[src/rtl/rccbp_pkg.sv]
// Package for the RC command byte parser: types, register indexes, reset codes.
// No dependencies.
package rccbp_pkg;

  localparam int TextLengthDef = 8;
  localparam int KeptChars     = 4;
  localparam int KeptIdxW      = 2;
  localparam int CfgAddrW      = 3;
  localparam int CfgDataW      = 8;
  localparam int AccW          = 14;

  typedef logic [7:0]  byte_t;
  typedef logic [1:0]  chan_t;
  typedef logic [15:0] value_t;
  typedef logic [CfgAddrW-1:0] cfg_addr_t;

  typedef struct packed {
    byte_t finish;
    byte_t roll;
    byte_t pitch;
    byte_t yaw;
    byte_t throttle;
  } codes_t;

  localparam cfg_addr_t REG_FINISH   = 3'd0;
  localparam cfg_addr_t REG_ROLL     = 3'd1;
  localparam cfg_addr_t REG_PITCH    = 3'd2;
  localparam cfg_addr_t REG_YAW      = 3'd3;
  localparam cfg_addr_t REG_THROTTLE = 3'd4;

  localparam byte_t FINISH_RST   = 8'd10;
  localparam byte_t ROLL_RST     = 8'd82;
  localparam byte_t PITCH_RST    = 8'd80;
  localparam byte_t YAW_RST      = 8'd89;
  localparam byte_t THROTTLE_RST = 8'd84;

  localparam chan_t CH_ROLL     = 2'd0;
  localparam chan_t CH_PITCH    = 2'd1;
  localparam chan_t CH_YAW      = 2'd2;
  localparam chan_t CH_THROTTLE = 2'd3;

  localparam byte_t ASCII_ZERO  = 8'h30;
  localparam byte_t ASCII_NINE  = 8'h39;
  localparam byte_t ASCII_PLUS  = 8'h2B;
  localparam byte_t ASCII_MINUS = 8'h2D;
  localparam byte_t ASCII_NUL   = 8'h00;

  function automatic logic is_blank(input byte_t c);
    return c inside {8'h20, [8'h09:8'h0D]};
  endfunction

  function automatic logic is_digit(input byte_t c);
    return (c >= ASCII_ZERO) && (c <= ASCII_NINE);
  endfunction

endpackage

[src/rtl/rccbp_if.sv]
// Valid/ready channel interfaces for the parser's input and result items.
// Depends on rccbp_pkg.
interface rccbp_in_if import rccbp_pkg::*; ();
  logic  valid;
  logic  ready;
  byte_t rx_byte;

  modport source(output valid, output rx_byte, input ready);
  modport sink(input valid, input rx_byte, output ready);
endinterface

interface rccbp_out_if import rccbp_pkg::*; ();
  logic   valid;
  logic   ready;
  chan_t  channel;
  value_t value;

  modport source(output valid, output channel, output value, input ready);
  modport sink(input valid, input channel, input value, output ready);
endinterface

[src/rtl/rccbp_parse.sv]
// Decimal parser over the four kept characters: blanks, sign, digits.
// Combinational; depends on rccbp_pkg.
module rccbp_parse import rccbp_pkg::*; (
  input  byte_t  chars [KeptChars],
  output value_t value
);

  logic [AccW-1:0] acc;
  logic            neg;
  logic            in_num;
  logic            done;
  logic [AccW-1:0] acc_abs;

  always_comb begin
    acc    = '0;
    neg    = 1'b0;
    in_num = 1'b0;
    done   = 1'b0;
    for (int i = 0; i < KeptChars; i++) begin
      if (!done) begin
        if (!in_num) begin
          if (is_blank(chars[i])) begin
            in_num = 1'b0;
          end else if (chars[i] == ASCII_PLUS || chars[i] == ASCII_MINUS) begin
            neg    = (chars[i] == ASCII_MINUS);
            in_num = 1'b1;
          end else if (is_digit(chars[i])) begin
            acc    = AccW'(chars[i] - ASCII_ZERO);
            in_num = 1'b1;
          end else begin
            done = 1'b1;
          end
        end else if (is_digit(chars[i])) begin
          acc = AccW'(acc * AccW'(10)) + AccW'(chars[i] - ASCII_ZERO);
        end else begin
          done = 1'b1;
        end
      end
    end
    acc_abs = acc;
  end

  assign value = neg ? (16'd0 - 16'(acc_abs)) : 16'(acc_abs);

endmodule

[src/rtl/rc_command_byte_parser.sv]
// RC command byte parser, top level.
// Channels: in_chan carries one received byte per item (rx_byte); out_chan
// carries one result item (channel 0..3 = roll, pitch, yaw, throttle, and a
// 16-bit value). Both use valid/ready; an item moves when both are high.
// cfg_we/cfg_addr/cfg_wdata write the finish and four channel marker codes;
// write only while no item is in flight.
// A marker byte selects its channel and restarts the text; other bytes fill
// up to four kept characters; the finish byte parses them as signed decimal
// and, once a channel has been selected, emits one result item.
// Pipeline: a taken byte is processed from the input register; its result is
// registered and drives out_chan. Throughput: one byte per cycle outside output
// stalls, set by the single input register feeding the single result register.
// Reset: marker codes go to their defaults, text, position and channel
// selection clear, both stages empty.
// Output stall: a held result blocks only a byte that would produce another
// result; marker and text bytes keep flowing. in_chan.ready drops while
// such a byte waits.
// Depends on rccbp_pkg, rccbp_if, rccbp_parse.
module rc_command_byte_parser import rccbp_pkg::*; #(
  parameter int TEXT_LENGTH = TextLengthDef
) (
  input  logic                 clk,
  input  logic                 rst_n,
  rccbp_in_if.sink             in_chan,
  rccbp_out_if.source          out_chan,
  input  logic                 cfg_we,
  input  cfg_addr_t            cfg_addr,
  input  logic [CfgDataW-1:0]  cfg_wdata
);

  localparam int PosW = $clog2(TEXT_LENGTH + 3);
  localparam logic [PosW-1:0] PosWrap = PosW'(TEXT_LENGTH + 1);
  localparam logic [PosW-1:0] PosKept = PosW'(KeptChars);

  codes_t          codes_r;
  logic            s1_valid_r;
  byte_t           s1_byte_r;
  byte_t           chars_r   [KeptChars];
  byte_t           chars_nxt [KeptChars];
  logic [PosW-1:0] pos_r, pos_nxt, pos_eff;
  logic            sel_valid_r, sel_valid_nxt;
  chan_t           sel_chan_r, sel_chan_nxt;
  logic            out_valid_r;
  chan_t           out_chan_r;
  value_t          out_value_r;
  logic            emit;
  logic            adv;
  value_t          parsed;

  always_ff @(posedge clk) begin
    if (!rst_n) begin
      codes_r <= '{finish: FINISH_RST, roll: ROLL_RST, pitch: PITCH_RST,
                   yaw: YAW_RST, throttle: THROTTLE_RST};
    end else if (cfg_we) begin
      case (cfg_addr)
        REG_FINISH:   codes_r.finish   <= cfg_wdata;
        REG_ROLL:     codes_r.roll     <= cfg_wdata;
        REG_PITCH:    codes_r.pitch    <= cfg_wdata;
        REG_YAW:      codes_r.yaw      <= cfg_wdata;
        REG_THROTTLE: codes_r.throttle <= cfg_wdata;
        default: begin
        end
      endcase
    end
  end

  always_comb begin
    pos_eff       = (pos_r > PosWrap) ? '0 : pos_r;
    chars_nxt     = chars_r;
    pos_nxt       = pos_eff;
    sel_valid_nxt = sel_valid_r;
    sel_chan_nxt  = sel_chan_r;
    emit          = 1'b0;
    if (s1_byte_r == codes_r.finish) begin
      if (pos_eff < PosKept) begin
        chars_nxt[pos_eff[KeptIdxW-1:0]] = ASCII_NUL;
      end
      pos_nxt = '0;
      emit    = sel_valid_r;
    end else if (s1_byte_r == codes_r.roll) begin
      pos_nxt       = '0;
      sel_valid_nxt = 1'b1;
      sel_chan_nxt  = CH_ROLL;
    end else if (s1_byte_r == codes_r.pitch) begin
      pos_nxt       = '0;
      sel_valid_nxt = 1'b1;
      sel_chan_nxt  = CH_PITCH;
    end else if (s1_byte_r == codes_r.yaw) begin
      pos_nxt       = '0;
      sel_valid_nxt = 1'b1;
      sel_chan_nxt  = CH_YAW;
    end else if (s1_byte_r == codes_r.throttle) begin
      pos_nxt       = '0;
      sel_valid_nxt = 1'b1;
      sel_chan_nxt  = CH_THROTTLE;
    end else begin
      if (pos_eff < PosKept) begin
        chars_nxt[pos_eff[KeptIdxW-1:0]] = s1_byte_r;
      end
      pos_nxt = pos_eff + 1'b1;
    end
  end

  rccbp_parse u_parse (
    .chars (chars_nxt),
    .value (parsed)
  );

  assign adv           = s1_valid_r && (!out_valid_r || out_chan.ready || !emit);
  assign in_chan.ready = !s1_valid_r || adv;

  always_ff @(posedge clk) begin
    if (!rst_n) begin
      s1_valid_r <= 1'b0;
    end else if (in_chan.ready) begin
      s1_valid_r <= in_chan.valid;
    end
  end

  always_ff @(posedge clk) begin
    if (in_chan.ready && in_chan.valid) begin
      s1_byte_r <= in_chan.rx_byte;
    end
  end

  always_ff @(posedge clk) begin
    if (!rst_n) begin
      for (int i = 0; i < KeptChars; i++) begin
        chars_r[i] <= '0;
      end
      pos_r       <= '0;
      sel_valid_r <= 1'b0;
      sel_chan_r  <= CH_ROLL;
    end else if (adv) begin
      chars_r     <= chars_nxt;
      pos_r       <= pos_nxt;
      sel_valid_r <= sel_valid_nxt;
      sel_chan_r  <= sel_chan_nxt;
    end
  end

  always_ff @(posedge clk) begin
    if (!rst_n) begin
      out_valid_r <= 1'b0;
    end else if (adv && emit) begin
      out_valid_r <= 1'b1;
    end else if (out_chan.ready) begin
      out_valid_r <= 1'b0;
    end
  end

  always_ff @(posedge clk) begin
    if (adv && emit) begin
      out_chan_r  <= sel_chan_r;
      out_value_r <= parsed;
    end
  end

  assign out_chan.valid   = out_valid_r;
  assign out_chan.channel = out_chan_r;
  assign out_chan.value   = out_value_r;

endmodule

[src/flat_wrapper.sv]
// flat-port wrapper written by rule: the top's interface ports become plain ports
module rc_command_byte_parser_flat import rccbp_pkg::*;
#(
  parameter int TEXT_LENGTH = TextLengthDef
)
  (clk, rst_n, cfg_we, cfg_addr, cfg_wdata, in_chan_valid, in_chan_rx_byte, in_chan_ready, out_chan_valid, out_chan_channel, out_chan_value, out_chan_ready);
  rccbp_in_if in_chan_i ();
  rccbp_out_if out_chan_i ();
  input  logic clk;
  input  logic rst_n;
  input  logic cfg_we;
  input  cfg_addr_t cfg_addr;
  input  logic [CfgDataW-1:0] cfg_wdata;
  input wire logic [$bits(in_chan_i.valid)-1:0] in_chan_valid;
  input wire logic [$bits(in_chan_i.rx_byte)-1:0] in_chan_rx_byte;
  output wire logic [$bits(in_chan_i.ready)-1:0] in_chan_ready;
  output wire logic [$bits(out_chan_i.valid)-1:0] out_chan_valid;
  output wire logic [$bits(out_chan_i.channel)-1:0] out_chan_channel;
  output wire logic [$bits(out_chan_i.value)-1:0] out_chan_value;
  input wire logic [$bits(out_chan_i.ready)-1:0] out_chan_ready;
  assign in_chan_i.valid = in_chan_valid;
  assign in_chan_i.rx_byte = in_chan_rx_byte;
  assign in_chan_ready = in_chan_i.ready;
  assign out_chan_valid = out_chan_i.valid;
  assign out_chan_channel = out_chan_i.channel;
  assign out_chan_value = out_chan_i.value;
  assign out_chan_i.ready = out_chan_ready;
  rc_command_byte_parser #(.TEXT_LENGTH(TEXT_LENGTH)) u_core (.clk(clk), .rst_n(rst_n), .in_chan(in_chan_i), .out_chan(out_chan_i), .cfg_we(cfg_we), .cfg_addr(cfg_addr), .cfg_wdata(cfg_wdata));
endmodule
[config.mk]
export PLATFORM = sky130hd
export DESIGN_NAME = rc_command_byte_parser_flat
export DESIGN_NICKNAME = d
export VERILOG_FILES = /design/src/rtl/rccbp_pkg.sv /design/src/rtl/rccbp_if.sv /design/src/rtl/rccbp_parse.sv /design/src/rtl/rc_command_byte_parser.sv /design/src/flat_wrapper.sv
export SDC_FILE = /design/constraint.sdc
export NUM_CORES = 1
export LEC_CHECK = 0
export ABC_CLOCK_PERIOD_IN_PS = 13030
export BUFFER_PORTS_ARGS = -buffer_cell sky130_fd_sc_hd__buf_2
export CAP_MARGIN = 30
export CORE_UTILIZATION = 60
export DETAILED_ROUTE_END_ITERATION = 6
export PLACE_DENSITY = 0.86
export SYNTH_ARGS = -nofsm -noshare
export SYNTH_HDL_FRONTEND = slang
export SYNTH_HIERARCHICAL = 1
export SYNTH_SLANG_ARGS = --single-unit
export TNS_END_PERCENT = 1
[constraint.sdc]
create_clock -name clk -period 13.03 [get_ports clk]
set_input_delay 0.6515 -clock clk [delete_from_list [all_inputs] [get_ports clk]]
set_output_delay 0.6515 -clock clk [all_outputs]
set_load 0.005 [all_outputs]
==> results of run 1 <==
where the power goes:
group | total [mW] | switching [mW] | internal (mW)
clock network | 0.291 | 0.136 | 0.155
logic | 0.391 | 0.229 | 0.162
registers | 0.364 | 0.0144 | 0.349
total | 1.05 | 0.380 | 0.666
placed cells by master (no fill, tap or decap), types with 10 or more instances in the layout:
cell type	count
and2_1	53
buf_2	43
and3_1	29
nor2_1	73
xor2_1	20
o21a_1	12
a21oi_1	64
nand4_1	27
a21o_1	17
nand2_1	157
a221o_1	18
mux2_2	10
o21ai_0	47
ha_1	112
a31oi_1	18
a22o_1	24
a21boi_0	33
buf_4	16
nor3_1	34
nand2b_1	10
dfxtp_1	81
edfxtp_1	26
nand3_1	50
a211oi_1	10
o211ai_1	16
xnor2_1	91
nor2b_1	15
inv_1	61
synth_stat cells (33+ instances only):
cell type	count	area (um^2)
a21boi_0	33	248
a21oi_1	64	320
and2_1	53	332
clkbuf_1	39	146
dfxtp_1	81	1620
ha_1	112	1400
inv_1	61	229
nand2_1	157	589
nand3_1	50	250
nor2_1	74	278
nor3_1	37	185
o21ai_0	47	235
xnor2_1	91	797
layer usage:
| layer | wire (um) | global-route usage [%] |
|---|---|---|
| met1 | 13100 | 38.4 |
| met2 | 15300 | 55.2 |
| met3 | 2170 | 5.06 |
| met4 | 1280 | 15.4 |
| met5 | 0 | 0 |
through the flow:
| step | hold slack [ns] | utilization [%] |
|---|---|---|
| after floorplan | 0.400 | - |
| after global placement | 0.409 | 62.5 |
| after detailed placement | 0.412 | 62.5 |
| after CTS | 0.433 | 64.1 |
| after global routing | 0.444 | 64.5 |
| final | 0.431 | 64.5 |
flip-flops by register name, summed over array words and instances (netlist names):
name                     cells
u_core/chars_r              32
u_core/codes_r              40
u_core/out_chan.channel      2
u_core/out_chan.valid        1
u_core/out_chan.value       16
u_core/pos_r                 4
u_core/s1_byte_r             8
u_core/s1_valid_r            1
u_core/sel_chan_r            2
u_core/sel_valid_r           1
worst max-delay path, delay by kind of cell, from the launching register on:
kind / cells / cell delay, ns
flops: 1 / 0.73
compound gates: 10 / 2.18
simple gates: 17 / 3.85
xor+xnor: 5 / 0.93
mux: 1 / 0.44
buf+inv: 7 / 0.86
fa+ha+maj: 11 / 2.90
what timing repair did:
item | CTS | global route
hold buffers | 0 | 0
setup buffers | 0 | 4
setup endpoints to repair | 0 | 4
gates resized for setup | 0 | 5
cell families (layout without fill, tap and decap cells):
logic type	after synthesis	count (layout)	synth area share (%)
and+or+nand+nor	510	510	22.9
adders and majority gates	118	118	13.1
xor gates and xnor gates	113	113	8.84
DFF	107	107	20.9
muxes	21	21	2.01
AOI/OAI and AO/OA	392	392	26.9
buffers and inverters	128	136	5.31
cell type report:
cell class              instances  area (um^2)
clock buffers                   9          225
clock inverters                 7         92.6
fillers                      1575         6670
inverters                      61          229
multi-input cells            1154         8520
flip-flops and latches        107         2400
well taps                     234          293
repair buffers                 59          335
worst max path at each step:
stage / startpoint / depth (start not counted) / end
after detailed placement: u_core/s1_byte_r[4] / 49 / u_core/out_chan.value[15]
after global routing: u_core/s1_byte_r[5] / 51 / u_core/out_chan.value[14]
after floorplan: u_core/s1_byte_r[3] / 53 / u_core/out_chan.value[15]
after global placement: u_core/s1_byte_r[3] / 48 / u_core/out_chan.value[14]
after CTS: u_core/s1_byte_r[4] / 49 / u_core/out_chan.value[14]
final: u_core/s1_byte_r[5] / 51 / u_core/out_chan.value[14]
==> impl_metrics.tcl, run 1 <==
set metrics [dict create \
    max_slew_margin_pct 23.3 \
    syn-num-nets 1530 \
    cpMostUsedCell "ha_1" \
    drc 0 \
    drive_gt1_share_pct 11.6 \
    clkTransAtPathRegs_ns 0.08 \
    synth.distinct_cells 106 \
    cts_buffers 9 \
    grt-ovfl-total 0 \
    via_count 11057 \
    tightest_slew_ns 1.15 \
    min_from "u_core/sel_chan_r[0]" \
    power_mw 1.05 \
    place_inst 1610 \
    clock.fmax_ghz 0.0819 \
    r2r-end "u_core/out_chan.value[14]" \
    holdPathStages 0 \
    p_leak_nw 5.08 \
    coreArea_mm2 0.0188 \
    setup_tns_ns 0 \
    setup-violations-final 0 \
    postSynthAreaPerCell_um2 8.28 \
    pin_count 44 \
    dp_hpwl_mm 23.9 \
    place_ws_ns 0.776 \
    yosys_warnings 6 \
    startpoint_type "flip-flop" \
    clk_latency_ns 0.36 \
    fin_crit_ns 12.21 \
    wirelength_mm 31.9 \
    slew_viol_final 0 \
    antenna_found_initial 0 \
    cts_tree "done" \
    synth_area_mm2 0.0115 \
    reg2reg_from "u_core/s1_byte_r[5]" \
    fin_area_mm2 0.0121 \
    fin_cells 1631 \
    area_delta_synth_final_pct 5.14 \
    initial_core_util_pct 61.3 \
    avgViaCountPerCell 6.78 \
    synth_edf_count 26 \
    diodes 0 \
    rows 50 \
    grt_pass1_wl_mm 50.9 \
    setup_ws_ns 0.819 \
    cp_max_fo 17 \
    ant_nets 0 \
    ys_async_sr_fraction_pct 0 \
    dr.first_iter.drc_count 1133 \
    maxCapViolations 0 \
    cts.path.max_buffers 2 \
    hold_violations 0 \
    cts_sinks 107 \
    port_buffers 43 \
    grt_setup_unrepaired "no" \
    h-tree-depth 3 \
    slowest_stage "edfxtp_1" \
    drt_first_pass_iters 6 \
    path_class "flip-flop to flip-flop" \
    skew_ns 0.00940 \
    fin_nets 1533 \
    die_area_mm2 0.0197 \
    arrival_ns 12.29 \
    synth-seq-area-share_pct 20.9 \
    grt_max_degree 101 \
    die_height_um 140 \
    setup.worst_path.end_class "flip-flop" \
    grt_pass1_vias 10344 \
    gp_congestion 0.987 \
    cts_root_buf "clkbuf_16" \
    ir_worst_vdd_uv 121 \
    hold_path_class "flip-flop to flip-flop" \
    critical-path-max-stage-delay_ns 0.73 \
    synthCells 1389 \
    min_period_over_period_pct 93.7 \
    hold_end "u_core/out_chan.channel[0]" \
    regToRegSetupSlack_ns 0.82 \
    placed_cell_area_mm2 0.0117 \
    synth-seq-cells 107 \
    dieWidth_um 140 \
    track_usage_pct 31.8 \
    ys.flop_type "dfxtp_1" \
    power.density_mw_per_mm2 86.4 \
    wire_per_inst_um 19.5 \
    crit_required_ns 13.11 \
    rr_worst_depth 51 \
    status "finished clean" \
]
(Power assumes the default switching activity.)
==> run 2, diff against run 1 <==
REMOVE_ABC_BUFFERS = 1   (was default)
==> impl_metrics.tcl, run 2 (synthesized netlist as in run 1, its figures left out) <==
set metrics [dict create \
    ant_nets 0 \
    hold_violations 0 \
    grt_pass1_vias 10475 \
    maxCapViolations 0 \
    grt_max_degree 100 \
    wire_per_inst_um 19.3 \
    antenna_found_initial 0 \
    gp_congestion 1.01 \
    clk_latency_ns 0.37 \
    power.density_mw_per_mm2 85.6 \
    grt-ovfl-total 0 \
    arrival_ns 12.50 \
    area_delta_synth_final_pct 4.98 \
    coreArea_mm2 0.0188 \
    clkTransAtPathRegs_ns 0.08 \
    avgViaCountPerCell 6.78 \
    hold_path_class "flip-flop to flip-flop" \
    clock.fmax_ghz 0.0805 \
    placed_cell_area_mm2 0.0117 \
    ctsHoldBuffers 0 \
    cts_root_buf "clkbuf_16" \
    path_class "flip-flop to flip-flop" \
    initial_core_util_pct 61.3 \
    cts.path.max_buffers 2 \
    max_slew_margin_pct 21.7 \
    cpMostUsedCell "ha_1" \
    die_area_mm2 0.0197 \
    critical-path-max-stage-delay_ns 0.66 \
    ir_worst_vdd_uv 93.9 \
    fin_nets 1533 \
    cts_buffers 9 \
    dp_hpwl_mm 23.8 \
    skew_ns 0.0128 \
    setup-violations-final 0 \
    setup.worst_path.end_class "flip-flop" \
    largest_reg_flops 40 \
    drive_gt1_share_pct 11.3 \
    via_count 11058 \
    track_usage_pct 31.9 \
    rows 50 \
    wirelength_mm 31.5 \
    cts_sinks 107 \
    grt_pass1_wl_mm 51.3 \
    port_buffers 43 \
    min_period_over_period_pct 95.3 \
    critPathTopFamily "simple AND/OR/NAND/NOR gates" \
    setup_tns_ns 0 \
    h-tree-depth 3 \
    final_common_cell "nand2_1" \
    cts_tree "done" \
    fin_crit_ns 12.42 \
    fin_area_mm2 0.0121 \
    diodes 0 \
    die_height_um 140 \
    dr.first_iter.drc_count 1447 \
    layout_common_cells "nand2_1 (157), ha_1 (112), xnor2_1 (91)" \
    drt_first_pass_iters 5 \
    status "finished clean" \
    cp.buffers_inverters 3 \
    slowest_stage "edfxtp_1" \
    slew_viol_final 0 \
    tightest_slew_ns 1.18 \
    regMostFlops "u_core/codes_r" \
    p_leak_nw 5.08 \
    pin_count 44 \
    crit_required_ns 13.12 \
    dieWidth_um 140 \
    startpoint_type "flip-flop" \
    cp_max_fo 17 \
    hold_slack_ns 0.446 \
    grt_setup_unrepaired "no" \
    drc 0 \
]
[run 2: per-stage QoR]
| stage | utilization (%) | std cells | setup WS (ns) | power (mW) |
|---|---|---|---|---|
| 2_1_floorplan | - | 1322 | 1.77 | 0.658 |
| 3_3_place_gp | 62.5 | 1612 | 1.13 | 0.737 |
| 3_5_place_dp | 62.5 | 1612 | 0.851 | 0.748 |
| 4_1_cts | 64.2 | 1628 | 0.748 | 1.03 |
| 5_1_grt | 64.4 | 1631 | 0.0501 | 1.09 |
| 6_report | 64.4 | 1631 | 0.614 | 1.03 |
[run 2: final cells by class]
| cell class | instances | area [um^2] |
|---|---|---|
| Timing Repair Buffer | 59 | 348 |
| Clock buffer | 10 | 239 |
| Sequential cell | 107 | 2400 |
| Inverter | 61 | 229 |
| Fill cell | 1563 | 6690 |
| Clock inverter | 6 | 65.1 |
| Tap cell | 234 | 293 |
| Multi-Input combinational cell | 1154 | 8500 |
[run 2: report_power, final]
group | internal, mW | switching [mW] | total (mW)
registers | 0.349 | 0.0147 | 0.364
clock network | 0.141 | 0.139 | 0.281
logic | 0.162 | 0.228 | 0.390
[run 2: timing repair]
item                                    4_1_cts  5_1_grt
buffers inserted                              0        2
endpoints found under the setup margin        0        2
gates resized for setup                       0        1
[run 2: per-layer routing]
layer	up-vias	wire length, um	track usage (%)
li1	5185	-	-
met1	5193	12900	39.5
met2	565	15000	54.2
met3	115	2300	5.16
met4	0	1240	14.8
met5	-	0	0
[run 2: path summary, 6_finish.rpt]
path | startpoint | endpoint | slack (ns) | cells after the start
max | u_core/s1_byte_r[0] | u_core/out_chan.value[14] | 0.61 | 46
max reg2reg | u_core/s1_byte_r[0] | u_core/out_chan.value[14] | 0.61 | 46
min | u_core/sel_chan_r[0] | u_core/out_chan.channel[0] | 0.45 | 0
min reg2reg | u_core/sel_chan_r[0] | u_core/out_chan.channel[0] | 0.45 | 0
[run 2: worst reg2reg max path, delay by kind of cell (launching register included)]
family | cells | cell delay, ns
simple gates | 15 | 3.49
fa+ha+maj | 11 | 3.11
compound gates | 10 | 2.85
xor+xnor | 6 | 1.26
flops | 1 | 0.66
mux | 1 | 0.44
buf+inv | 3 | 0.34
==> run 3, diff against run 2 <==
CORE_MARGIN = 2   (was default)
CORE_UTILIZATION = 50   (was 60)
PLACE_DENSITY = 0.75   (was 0.86)
==> impl_metrics.tcl, run 3 (synthesized netlist as in run 1, its figures left out) <==
set metrics [dict create \
    grt-ovfl-total 0 \
    use_met3_pct 3.83 \
    cp_max_fo 17 \
    grt_setup_unrepaired "no" \
    track_usage_pct 25.4 \
    fillerInstances 2111 \
    layout_common_cells "nand2_1 (157), ha_1 (112), xnor2_1 (91)" \
    area_delta_synth_final_pct 6.39 \
    ant_nets 0 \
    port_buffers 43 \
    cts_tree "done" \
    setup_tns_ns 0 \
    clkTransAtPathRegs_ns 0.07 \
    antenna_found_initial 0 \
    hold_slack_ns 0.423 \
    drive_gt1_share_pct 11.9 \
    dr.first_iter.drc_count 946 \
    status "finished clean" \
    die_height_um 156 \
    cts_buffers 9 \
    power_frac_seq_pct 34.0 \
    via_count 10738 \
    maxCapViolations 0 \
    grt_pass1_wl_mm 50.5 \
    wire_per_inst_um 18.4 \
    dieWidth_um 156 \
    diodes 0 \
    rows 55 \
    p_leak_nw 5.14 \
    cts_sinks 107 \
    path_class "flip-flop to flip-flop" \
    crit_required_ns 13.11 \
    tightest_slew_ns 0.995 \
    power.density_mw_per_mm2 85.9 \
    cpMostUsedCell "ha_1" \
    p_sw_uw 371 \
    setup-violations-final 0 \
    hold_violations 0 \
    pwr-share-clk_pct 28.2 \
    gp_congestion 0.986 \
    max_slew_margin_pct 33.2 \
    fin_crit_ns 12.13 \
    regMostFlops "u_core/codes_r" \
    wirelength_mm 31.2 \
    clk_latency_ns 0.36 \
    hold_path_class "flip-flop to flip-flop" \
    met1_usage_pct 33.0 \
    dp_hpwl_mm 23.9 \
    initial_core_util_pct 50.8 \
    skew_ns 0.0124 \
    setup.worst_path.end_class "flip-flop" \
    cts_root_buf "clkbuf_16" \
    coreArea_mm2 0.0226 \
    min_period_over_period_pct 93.1 \
    drc 0 \
    grt_max_degree 101 \
    h-tree-depth 3 \
    ir_worst_vdd_uv 101 \
    largest_reg_flops 40 \
    die_area_mm2 0.0242 \
    fin_util_pct 54.1 \
    critical-path-max-stage-delay_ns 0.63 \
    grt_pass1_vias 9993 \
    p_int_uw 680 \
    avgViaCountPerCell 6.35 \
    pin_count 44 \
    startpoint_type "flip-flop" \
    fin_nets 1543 \
    switching_share_pct 35.3 \
    met2_usage_pct 43.3 \
    final_common_cell "nand2_1" \
    slew_viol_final 0 \
    drt_first_pass_iters 5 \
    pwr-share-comb_pct 37.8 \
    ctsHoldBuffers 0 \
    arrival_ns 12.20 \
    slowest_stage "edfxtp_1" \
    clock.fmax_ghz 0.0824 \
    grt_busiest_layer "met2" \
    cts.path.max_buffers 2 \
]
## run 3: cell count changes in the layout (fill, tap and decap cells not counted), sizes merged
| cell | before | now |
|---|---|---|
| buf | 59 | 69 |
| clkbuf | 10 | 12 |
| inv | 65 | 63 |
## run 3: final timing paths
| kind | cells past startpoint | to | start | slack [ns] |
|---|---|---|---|---|
| min reg2reg | 0 | u_core/out_chan.channel[0] | u_core/sel_chan_r[0] | 0.42 |
| max | 49 | u_core/out_chan.value[15] | u_core/s1_byte_r[0] | 0.90 |
| max reg2reg | 49 | u_core/out_chan.value[15] | u_core/s1_byte_r[0] | 0.90 |
| min | 0 | u_core/out_chan.channel[0] | u_core/sel_chan_r[0] | 0.42 |
## run 3: power by group through the flow
stage                     Sequential, mW  Combinational [mW]  Clock [mW]
after floorplan                    0.366               0.292           0
after global placement             0.371               0.369           0
after detailed placement           0.371               0.377           0
after CTS                          0.364               0.380       0.300
after global routing               0.359               0.434       0.315
final                              0.358               0.397       0.296
## run 3: metrics by stage
step           power, mW  area (um^2)  cells  setup WS [ns]
6_report            1.05        12200   1692          0.901
2_1_floorplan      0.658        11100   1322           1.77
5_1_grt             1.11        12200   1692        0.00940
3_3_place_gp       0.740        11800   1662           1.21
3_5_place_dp       0.748        11800   1663          0.874
4_1_cts             1.04        12100   1679          0.829
## run 3: routing by layer
layer,vias to the layer above,routed length (um)
met1,5020,13600
li1,5197,-
met4,0,828
met2,457,14800
met3,64,1960
met5,-,0
## run 3: area by class of cell
| type | count | area [um^2] | share of cell area (%) |
|---|---|---|---|
| multi-input combinational | 1154 | 8510 | 69.5 |
| sequential | 107 | 2400 | 19.6 |
| timing repair buffer | 69 | 410 | 3.35 |
| tap | 285 | 357 | 2.91 |
| clock buffer | 12 | 300 | 2.45 |
| inverter | 61 | 229 | 1.87 |
| clock inverter | 4 | 31.3 | 0.255 |
## run 3: critical path: cells and delay by family, from the launching register on
kind / cells / cell delay (ns)
and+or+nand+nor: 17 / 4.10
AOI/OAI and AO/OA: 10 / 2.14
xor gates and xnor gates: 5 / 0.95
adders and majority gates: 10 / 3.02
muxes: 1 / 0.41
DFF: 1 / 0.63
buffers and inverters: 6 / 0.57
## run 3: what timing repair did
item / CTS / global route
setup buffers: 0 / 13
setup endpoints to repair: 0 / 3
gates resized for setup: 0 / 1
